File: src/hw/rtl/wes1d_pkg.sv
// ----------------------------------------------------------------------------
// Wave equation stencil package
// Shared constants, register indexes and the result record of the 1D stencil.
// ----------------------------------------------------------------------------
`default_nettype none

package wes1d_pkg;

  localparam int unsigned MaxCells  = 128;
  localparam int unsigned CellIdxW  = $clog2(MaxCells);
  localparam int unsigned LenW      = CellIdxW + 1;
  localparam int unsigned PressW    = 16;
  localparam int unsigned CourantW  = 16;
  localparam int unsigned RowLenW   = 8;
  localparam int unsigned FifoDepth = 4;
  localparam int unsigned FifoPtrW  = $clog2(FifoDepth);
  localparam int unsigned FifoCntW  = FifoPtrW + 1;
  localparam int unsigned PaddrW    = 3;

  typedef enum logic {
    RegCourantSq = 1'b0,
    RegRowLength = 1'b1
  } reg_idx_e;

  typedef struct packed {
    logic signed [PressW-1:0] pressure;
    logic [CellIdxW-1:0]      index;
    logic                     row_end;
  } result_t;

endpackage

`default_nettype wire

File: src/hw/rtl/wave_equation_stencil_1d_core.sv
// ----------------------------------------------------------------------------
// Wave equation stencil, 1D FDTD time step
// Streams one pressure row and returns the next-step pressure of every cell.
// ----------------------------------------------------------------------------
//  Channel   Direction  Handshake              Payload
//  in        sink       in_valid_i/in_ready_o   pressure_now_i
//  out       source     out_valid_o/out_ready_i next_pressure_o, cell_index_o, row_end_o
//  cfg       APB slave  psel/penable/pready     courant_sq @0x0, row_length @0x4
//
// One cell is taken per cycle. A cell goes through the input stage and the
// stencil arithmetic into a four-entry result queue, and results leave from
// the queue. The row's last cell pushes two results at once. Input stalls
// only when the queue cannot take the held cell's results. Reset needs no
// clearing pass.
`default_nettype none

module wave_equation_stencil_1d_core (
  input  logic                                  clk_i,
  input  logic                                  rst_ni,
  input  logic                                  in_valid_i,
  output logic                                  in_ready_o,
  input  logic signed [wes1d_pkg::PressW-1:0]   pressure_now_i,
  output logic                                  out_valid_o,
  input  logic                                  out_ready_i,
  output logic signed [wes1d_pkg::PressW-1:0]   next_pressure_o,
  output logic        [wes1d_pkg::CellIdxW-1:0] cell_index_o,
  output logic                                  row_end_o,
  input  logic                                  psel,
  input  logic                                  penable,
  input  logic                                  pwrite,
  input  logic        [wes1d_pkg::PaddrW-1:0]   paddr,
  input  logic        [31:0]                    pwdata,
  output logic        [31:0]                    prdata,
  output logic                                  pready
);

  localparam int unsigned IW = wes1d_pkg::CellIdxW;
  localparam int unsigned PW = wes1d_pkg::PressW;
  localparam int unsigned LW = wes1d_pkg::LenW;

  logic [wes1d_pkg::CourantW-1:0] courant_q;
  logic [wes1d_pkg::RowLenW-1:0]  row_len_q;
  logic                           cfg_wr;

  assign pready = 1'b1;
  assign cfg_wr = psel && penable && pwrite;

  always_ff @(posedge clk_i or negedge rst_ni) begin
    if (!rst_ni) begin
      courant_q <= wes1d_pkg::CourantW'(32768);
      row_len_q <= wes1d_pkg::RowLenW'(100);
    end else if (cfg_wr) begin
      if (wes1d_pkg::reg_idx_e'(paddr[2]) == wes1d_pkg::RegCourantSq) begin
        courant_q <= pwdata[wes1d_pkg::CourantW-1:0];
      end else begin
        row_len_q <= pwdata[wes1d_pkg::RowLenW-1:0];
      end
    end
  end

  always_comb begin
    if (wes1d_pkg::reg_idx_e'(paddr[2]) == wes1d_pkg::RegCourantSq) begin
      prdata = 32'(courant_q);
    end else begin
      prdata = 32'(row_len_q);
    end
  end

  // Window and row position, updated at each input transfer.
  logic signed [PW-1:0] left_q, centre_q;
  logic [IW-1:0]        pos_q;
  logic                 first_row_q;
  logic                 pend_valid_q;
  logic [IW-1:0]        pend_addr_q;
  logic signed [PW-1:0] pend_data_q;
  logic signed [PW-1:0] prev_row [wes1d_pkg::MaxCells];

  logic [LW-1:0] len;
  logic          last;
  logic          in_fire;

  always_comb begin
    if (32'(row_len_q) > 32'(wes1d_pkg::MaxCells)) begin
      len = LW'(wes1d_pkg::MaxCells);
    end else if (row_len_q < wes1d_pkg::RowLenW'(3)) begin
      len = LW'(3);
    end else begin
      len = LW'(row_len_q);
    end
    last = {1'b0, pos_q} >= (len - LW'(1));
  end

  // Input stage.
  logic                 s1_valid_q;
  logic signed [PW-1:0] s1_right_q, s1_centre_q, s1_left_q, s1_prev_q;
  logic [IW-1:0]        s1_k_q;
  logic                 s1_last_q, s1_first_q;
  logic                 s1_move;

  assign in_ready_o = !s1_valid_q || s1_move;
  assign in_fire    = in_valid_i && in_ready_o;

  always_ff @(posedge clk_i or negedge rst_ni) begin
    if (!rst_ni) begin
      left_q       <= '0;
      centre_q     <= '0;
      pos_q        <= '0;
      first_row_q  <= 1'b1;
      pend_valid_q <= 1'b0;
      s1_valid_q   <= 1'b0;
    end else begin
      if (in_fire) begin
        left_q   <= centre_q;
        centre_q <= pressure_now_i;
        if (pos_q != '0 && last) begin
          pos_q        <= '0;
          first_row_q  <= 1'b0;
          pend_valid_q <= 1'b1;
        end else begin
          pos_q <= pos_q + IW'(1);
          if (pos_q == '0) begin
            pend_valid_q <= 1'b0;
          end
        end
        s1_valid_q <= 1'b1;
      end else if (s1_move) begin
        s1_valid_q <= 1'b0;
      end
    end
  end

  always_ff @(posedge clk_i) begin
    if (in_fire) begin
      s1_right_q  <= pressure_now_i;
      s1_centre_q <= centre_q;
      s1_left_q   <= left_q;
      s1_k_q      <= pos_q;
      s1_last_q   <= last;
      s1_first_q  <= first_row_q;
      s1_prev_q   <= prev_row[pos_q - IW'(1)];
      if (pos_q != '0) begin
        prev_row[pos_q - IW'(1)] <= centre_q;
        if (last) begin
          pend_addr_q <= pos_q;
          pend_data_q <= pressure_now_i;
        end
      end else if (pend_valid_q) begin
        prev_row[pend_addr_q] <= pend_data_q;
      end
    end
  end

  // Stencil arithmetic.
  logic [16:0]          r2;
  logic signed [17:0]   lap;
  logic signed [34:0]   prod, rnd;
  logic signed [19:0]   scl;
  logic signed [20:0]   sum;
  logic signed [PW-1:0] prev, sat, val;

  always_comb begin
    r2   = (courant_q > 16'd32768) ? 17'd32768 : {1'b0, courant_q};
    prev = s1_first_q ? s1_centre_q : s1_prev_q;
    lap  = 18'(s1_right_q) - 18'(s1_centre_q) - 18'(s1_centre_q) + 18'(s1_left_q);
    prod = 35'(lap) * 35'($signed({1'b0, r2}));
    rnd  = prod + 35'sd16384;
    scl  = 20'(rnd >>> 15);
    sum  = 21'(s1_centre_q) + 21'(s1_centre_q) - 21'(prev) + 21'(scl);
    if (sum > 21'sd32767) begin
      sat = 16'sh7fff;
    end else if (sum < -21'sd32768) begin
      sat = 16'sh8000;
    end else begin
      sat = sum[PW-1:0];
    end
    val = (s1_k_q == IW'(1)) ? s1_right_q : sat;
  end

  // Result queue.
  wes1d_pkg::result_t fifo_q [wes1d_pkg::FifoDepth];
  logic [wes1d_pkg::FifoPtrW-1:0] wr_ptr_q, rd_ptr_q;
  logic [wes1d_pkg::FifoCntW-1:0] cnt_q, n_push;
  logic                           push0, push1, pop;
  wes1d_pkg::result_t             res0, res1;

  always_comb begin
    push0 = s1_valid_q && (s1_k_q != '0);
    push1 = push0 && s1_last_q;
    n_push = wes1d_pkg::FifoCntW'(push0) + wes1d_pkg::FifoCntW'(push1);
    s1_move = s1_valid_q &&
              (cnt_q <= wes1d_pkg::FifoCntW'(wes1d_pkg::FifoDepth) - n_push);
    res0.pressure = val;
    res0.index    = s1_k_q - IW'(1);
    res0.row_end  = 1'b0;
    res1.pressure = s1_centre_q;
    res1.index    = s1_k_q;
    res1.row_end  = 1'b1;
  end

  assign out_valid_o     = cnt_q != '0;
  assign pop             = out_valid_o && out_ready_i;
  assign next_pressure_o = fifo_q[rd_ptr_q].pressure;
  assign cell_index_o    = fifo_q[rd_ptr_q].index;
  assign row_end_o       = fifo_q[rd_ptr_q].row_end;

  always_ff @(posedge clk_i or negedge rst_ni) begin
    if (!rst_ni) begin
      wr_ptr_q <= '0;
      rd_ptr_q <= '0;
      cnt_q    <= '0;
    end else begin
      if (s1_move) begin
        wr_ptr_q <= wr_ptr_q + n_push[wes1d_pkg::FifoPtrW-1:0];
      end
      if (pop) begin
        rd_ptr_q <= rd_ptr_q + wes1d_pkg::FifoPtrW'(1);
      end
      cnt_q <= cnt_q + (s1_move ? n_push : '0) - wes1d_pkg::FifoCntW'(pop);
    end
  end

  always_ff @(posedge clk_i) begin
    if (s1_move && push0) begin
      fifo_q[wr_ptr_q] <= res0;
    end
    if (s1_move && push1) begin
      fifo_q[wr_ptr_q + wes1d_pkg::FifoPtrW'(1)] <= res1;
    end
  end

  assert property (@(posedge clk_i) disable iff (!rst_ni)
    cnt_q <= wes1d_pkg::FifoCntW'(wes1d_pkg::FifoDepth))
    else $error("result queue overfilled");

  assert property (@(posedge clk_i) disable iff (!rst_ni)
    in_fire && pos_q == '0 |=> !pend_valid_q)
    else $error("pending row-end write not retired on first cell");

  assert property (@(posedge clk_i) disable iff (!rst_ni)
    s1_valid_q && !s1_move |=> s1_valid_q && $stable(s1_k_q))
    else $error("stalled cell lost from input stage");

  assert property (@(posedge clk_i) disable iff (!rst_ni)
    in_fire && pos_q != '0 && last |=> pos_q == '0 && !first_row_q)
    else $error("row did not wrap after its last cell");

endmodule

`default_nettype wire

File: config.mk
export PLATFORM = sky130hd
export DESIGN_NAME = wave_equation_stencil_1d_core
export DESIGN_NICKNAME = d
export VERILOG_FILES = /design/src/hw/rtl/wes1d_pkg.sv /design/src/hw/rtl/wave_equation_stencil_1d_core.sv
export SDC_FILE = /design/constraint.sdc
export NUM_CORES = 2
export LEC_CHECK = 0
export BUFFER_PORTS_ARGS = -buffer_cell sky130_fd_sc_hd__buf_4
export CORE_MARGIN = 4
export CORE_UTILIZATION = 30
export DETAILED_ROUTE_END_ITERATION = 10
export HOLD_SLACK_MARGIN = 0.05
export PLACE_DENSITY = 0.43
export SYNTH_ARGS = -nofsm -noshare
export SYNTH_HDL_FRONTEND = slang
export SYNTH_SLANG_ARGS = --single-unit
File: constraint.sdc
create_clock -name clk_i -period 14.6 [get_ports clk_i]
set_input_delay 2.92 -clock clk_i [delete_from_list [all_inputs] [get_ports clk_i]]
set_output_delay 2.92 -clock clk_i [all_outputs]
set_load 0.01 [all_outputs]
Word-level counts from Yosys, hierarchy flattened --
Memories as Yosys holds them, arrays and structs flattened. A register that Yosys moved wholly into a read port is not among the register bits. Index checks and enable logic that the tools add are counted.
Word-level totals: flip-flop bits (word level) 153, RAM bits 2144, output and inout port bits 59, logic and storage cells 101, memories kept 2
Operators by class: add/subtract/negate cells 18, multipliers 1, $lt $le $gt $ge 7, equality and inequality tests 1, muxes and demuxes 28, bitwise gates (word level) 1, reduce and logical (&&, ||, !) cells 24
Memory list:
- prev_row | words 128, bits a word 16, rd ports 1, clocked after Yosys merged registers in 1, write ports 1, RTL line wave_equation_stencil_1d_core.sv:76 | logic signed [PW-1:0] prev_row [wes1d_pkg::MaxCells];
- fifo_q | words 4, bits a word 24, rd ports 1, clocked after Yosys merged registers in 0, write ports 2, RTL line wave_equation_stencil_1d_core.sv:180 | wes1d_pkg::result_t fifo_q [wes1d_pkg::FifoDepth];
Operator list (count):
- two-way mux 16 bit | 7
- subtractor 17 x 16 -> 18 bit | 2
- adder 35 x 16 -> 35 bit (second input constant) | 1
- multiplier 18 x 17 -> 35 bit | 1
- adder 18 x 20 -> 21 bit | 1
- greater-than comparator 21 x 16 -> 1 bit (second input constant) | 1
- less-than comparator 21 x 16 -> 1 bit (second input constant) | 1
- adder 18 x 16 -> 18 bit | 1
- adder 16 x 16 -> 17 bit | 1
- subtractor 16 x 16 -> 17 bit | 1
- greater-than comparator 16 bit (second input constant) | 1
- two-way mux 1 bit | 16
- two-way mux 8 bit | 2
- OR reduction 16 bit | 1
- two-way mux 7 bit | 2
- nonzero test 7 bit | 2
- subtractor 7 x 1 -> 7 bit (second input constant) | 2
- logical AND 1 bit | 10
- greater-or-equal comparator 7 x 8 -> 1 bit | 1
- greater-than comparator 8 bit (second input constant) | 1
- less-than comparator 8 x 2 -> 1 bit (second input constant) | 1
- AND reduction 2 bit | 4
- subtractor 8 x 1 -> 8 bit (second input constant) | 1
- adder 7 x 1 -> 7 bit (second input constant) | 1
- 16 further kinds | 18

Depth between registers and ports, before layout --
word-level depth 13, mapped depth 48

Worst setup path before layout --
No wires, ideal clock.
path type reg2reg, start register s1_right_q[1], end memory fifo_q[0][12] (netlist bit) (data pin), library setup time 0.280 ns, arrival time 11.498 ns, data required time 14.320 ns, setup slack 2.822 ns, stages on the path, launching flop included 47, buffers on the path 1, clock period less this slack 11.778 ns, path through edfxtp_1 fa_1 ha_1 fa_1 a21o_1 a21oi_1 o21ai_0 a21oi_1 o21bai_1 a21o_1 a211oi_2 nor2_1 fa_1 inv_1 fa_1 inv_1 fa_1 inv_1 (+11 left out) o21a_1 o21a_1 o211a_1 a211oi_1 xor2_1 fa_1 inv_1 ha_1 a21o_1 a221oi_2 a311oi_1 o211a_1 or3_1 a22oi_1 a22oi_1 nand2_1 buf_2 o221ai_1
RTL lines:
- start, declared | RTL line wave_equation_stencil_1d_core.sv:95 | logic signed [PW-1:0] s1_right_q, s1_centre_q, s1_left_q, s1_prev_q;
- start signal, assigned | RTL line wave_equation_stencil_1d_core.sv:134 | s1_right_q <= pressure_now_i;
- end, declared | RTL line wave_equation_stencil_1d_core.sv:180

==> impl_results.md <==
* CTS tree: done
* Initial Utilization at 30.2%
* Post-route ant nets at 0
* Final min period at 13.45 ns
* Buf/Inv on CP at 10
* GP Congestion at 0.807
* Vias in the first global route at 56400
* Initial detailed-routing violation count at 4618
* Pins Over Slew Limit at 0
* Largest net degree at the start of global routing at 98
* Cts repair resizes at 0
* Sequential area share after synthesis at 66.4%
* CP delay by family, top: adder cells
* Most used flip-flop cell after synthesis: edfxtp_1
* Fmax at 74.3 MHz
* Crit share post-route at 92.1%
* Crit-path max FO at 13
* Setup violators final at 0
* Drt pass-1 iters at 6
* Synth warnings at 0
* Clock skew at 0.0719 ns
* Crit path top cell by count: fa_1
* Hold Buf Count CTS at 0
* Worst slew pin tran at 1.34 ns
* Max cap viols at 0
* Synth area leaders: edfxtp_1, mux4_2, fa_1
* Cell variety after synth at 71
* Reg-to-Reg End: fifo_q[0][8]
* Core area at 344000 sq um
* Routed WL per cell at 28.0 um
* Syn_area_per_cell at 18.3 sq um
* Final hold violation count at 0
* Routed wire length at 301000 um
* Reg2reg setup slack at 1.15 ns
* Class of the worst hold path: reg -> reg
* Longest Clk Path Bufs at 4
* Clock Latency Late Sink at 0.90 ns
* CP Depth at 48
* Synth area leader: edfxtp_1
* Overflow after GRT at 0
* First-pass GRT wire length at 430000 um
* Worst path slowest cell: fa_1
* CTS buffer count at 266
* Reg clk slew, reported paths at 0.06 ns
* I/O Pins at 117
* Final nets at 6548
* Yosys reg bits at 2313
* CP max stage delay at 0.57 ns
* DR vias/cell at 4.95
* Share of layout cells above drive strength 1 at 25.9%
* End of the critical path: fifo_q[0][8]
* Clk root buf: clkbuf_16
* Arrival time worst endpoint at 14.13 ns
* Initial antenna violation count at 12
* Startpoint class of the critical path: flop
* Die height at 597 um
* Setup crit start: s1_right_q[1]
* CP required at 15.28 ns
* Cell area after synthesis at 104000 sq um
* Status: completed
* Top cell type's share of synthesized area at 64.6%
* FFs w/ async S/R, synth at 3.16%
* Die Footprint at 356000 sq um
* Crit end category: flop
* Hpwl dp at 182000 um
* Routed via count at 53300
* Setup TNS at 0 ns
* Worst r2r path cells at 48
* Relative slew margins at 10.2%
* Residual DRC at 0
* Syn Inst Count at 5671
* Worst r2r src: s1_right_q[1]
* Clk sink count at 2313
* Port bufs at 81
* Area grow syn2layout at 15.2%
* Post-synth EDFFs at 2236
* Tot GR Track Use at 16.8%
* Die width at 597 um
* Postcts setup bufs at 0
* Critical path type: reg -> reg
* Row count at 215
* H-tree depth at 5
* RSZ-0062 raised after global routing: no
registers in the layout, indices dropped and copies added (netlist names), 8 cells and up:
name,flops
courant_q,16
s1_right_q,16
s1_left_q,16
fifo_q,96
s1_centre_q,16
row_len_q,8
left_q,16
pend_data_q,16
s1_prev_q,16
centre_q,16
prev_row,2048
per-stage QoR:
stage | cell area (sq um) | cells | setup WS [ns] | hold slack (ns) | utilization, %
2_1_floorplan | 104000 | 5686 | 2.82 | 0.421 | -
3_3_place_gp | 112000 | 10300 | 1.05 | 0.433 | 32.4
3_5_place_dp | 112000 | 10300 | 1.04 | 0.430 | 32.5
4_1_cts | 120000 | 10800 | 0.971 | 0.431 | 34.8
5_1_grt | 120000 | 10800 | 0.279 | 0.452 | 34.8
6_report | 120000 | 10800 | 1.15 | 0.429 | 34.8
worst register-to-register path: cells and delay by family (launching register included):
family / cells / cell delay (ns)
AOI/OAI and AO/OA: 20 / 5.37
adders and majority gates: 12 / 5.37
and+or+nand+nor: 5 / 0.65
xor gates and xnor gates: 1 / 0.32
DFF: 1 / 0.47
buffers and inverters: 10 / 1.11
layout make-up:
class                           count  area (sq um)
Antenna cell                        8          20.0
Clock buffer                      346          7280
Clock inverter                    113           876
Fill cell                       32400        224000
Inverter                          458          1720
Multi-Input combinational cell   2649         32700
Sequential cell                  2313         69100
Tap cell                         4557          5700
Timing Repair Buffer              318          2460
layout by cell type (no fill, tap or decap), types with 24 or more instances in the layout:
cell type  instances
edfxtp_1        2236
mux4_2           696
inv_1            455
nand2_1          393
fa_1             322
buf_4            312
clkbuf_16        280
nor2_1           228
ha_1             161
nor2_2           117
o21ai_0           86
dfrtp_1           67
mux2_2            63
clkbuf_1          63
xnor2_1           62
o221ai_1          55
a21oi_1           52
clkinv_1          51
nand3_1           41
xor2_1            36
a21o_1            35
clkinv_2          33
nor2b_1           27
nor3_1            24
nand2b_1          24
routing by layer:
metal,global-route usage [%],up-vias,part of all wire (%),wire length (um)
li1,-,22500,-,-
met1,23.8,29100,45,136000
met2,27.6,1295,48,146000
met3,2.10,349,4.5,13600
met4,3.74,0,2.1,6460
met5,0,-,0,0
cell families (layout without fill, tap and decap cells):
logic type / after synthesis / in the layout / synth area share (%)
mux: 764 / 764 / 15.8
buf+inv: 724 / 1235 / 2.81
other cells: 2 / 25 / 0.00722
xor+xnor: 103 / 103 / 0.867
simple gates: 958 / 958 / 3.87
flops: 2313 / 2313 / 66.4
fa+ha+maj: 484 / 484 / 8.15
compound gates: 323 / 323 / 2.11
synthesized netlist by cell type, drive strengths merged, types with 63 or more instances:
| library cell | n |
|---|---|
| fa | 322 |
| dfrtp | 68 |
| nor2 | 357 |
| mux4 | 696 |
| mux2 | 63 |
| o21ai | 93 |
| edfxtp | 2236 |
| inv | 457 |
| clkbuf | 155 |
| buf | 111 |
| nand2 | 410 |
| ha | 162 |
| xnor2 | 65 |
worst min-delay path by stage:
stage / start / cells past startpoint / end / slack [ns]
after floorplan: fifo_q[2][0] / 1 / fifo_q[2][0] / 0.42
after global placement: left_q[12] / 0 / s1_left_q[12] / 0.43
after detailed placement: left_q[15] / 0 / s1_left_q[15] / 0.43
after CTS: left_q[15] / 0 / s1_left_q[15] / 0.43
after global routing: left_q[14] / 0 / s1_left_q[14] / 0.45
final: left_q[15] / 0 / s1_left_q[15] / 0.43
Power is left out: the tool's default activity adds up to more than one toggle a clock period on the data nets, which glitch-free logic cannot reach.
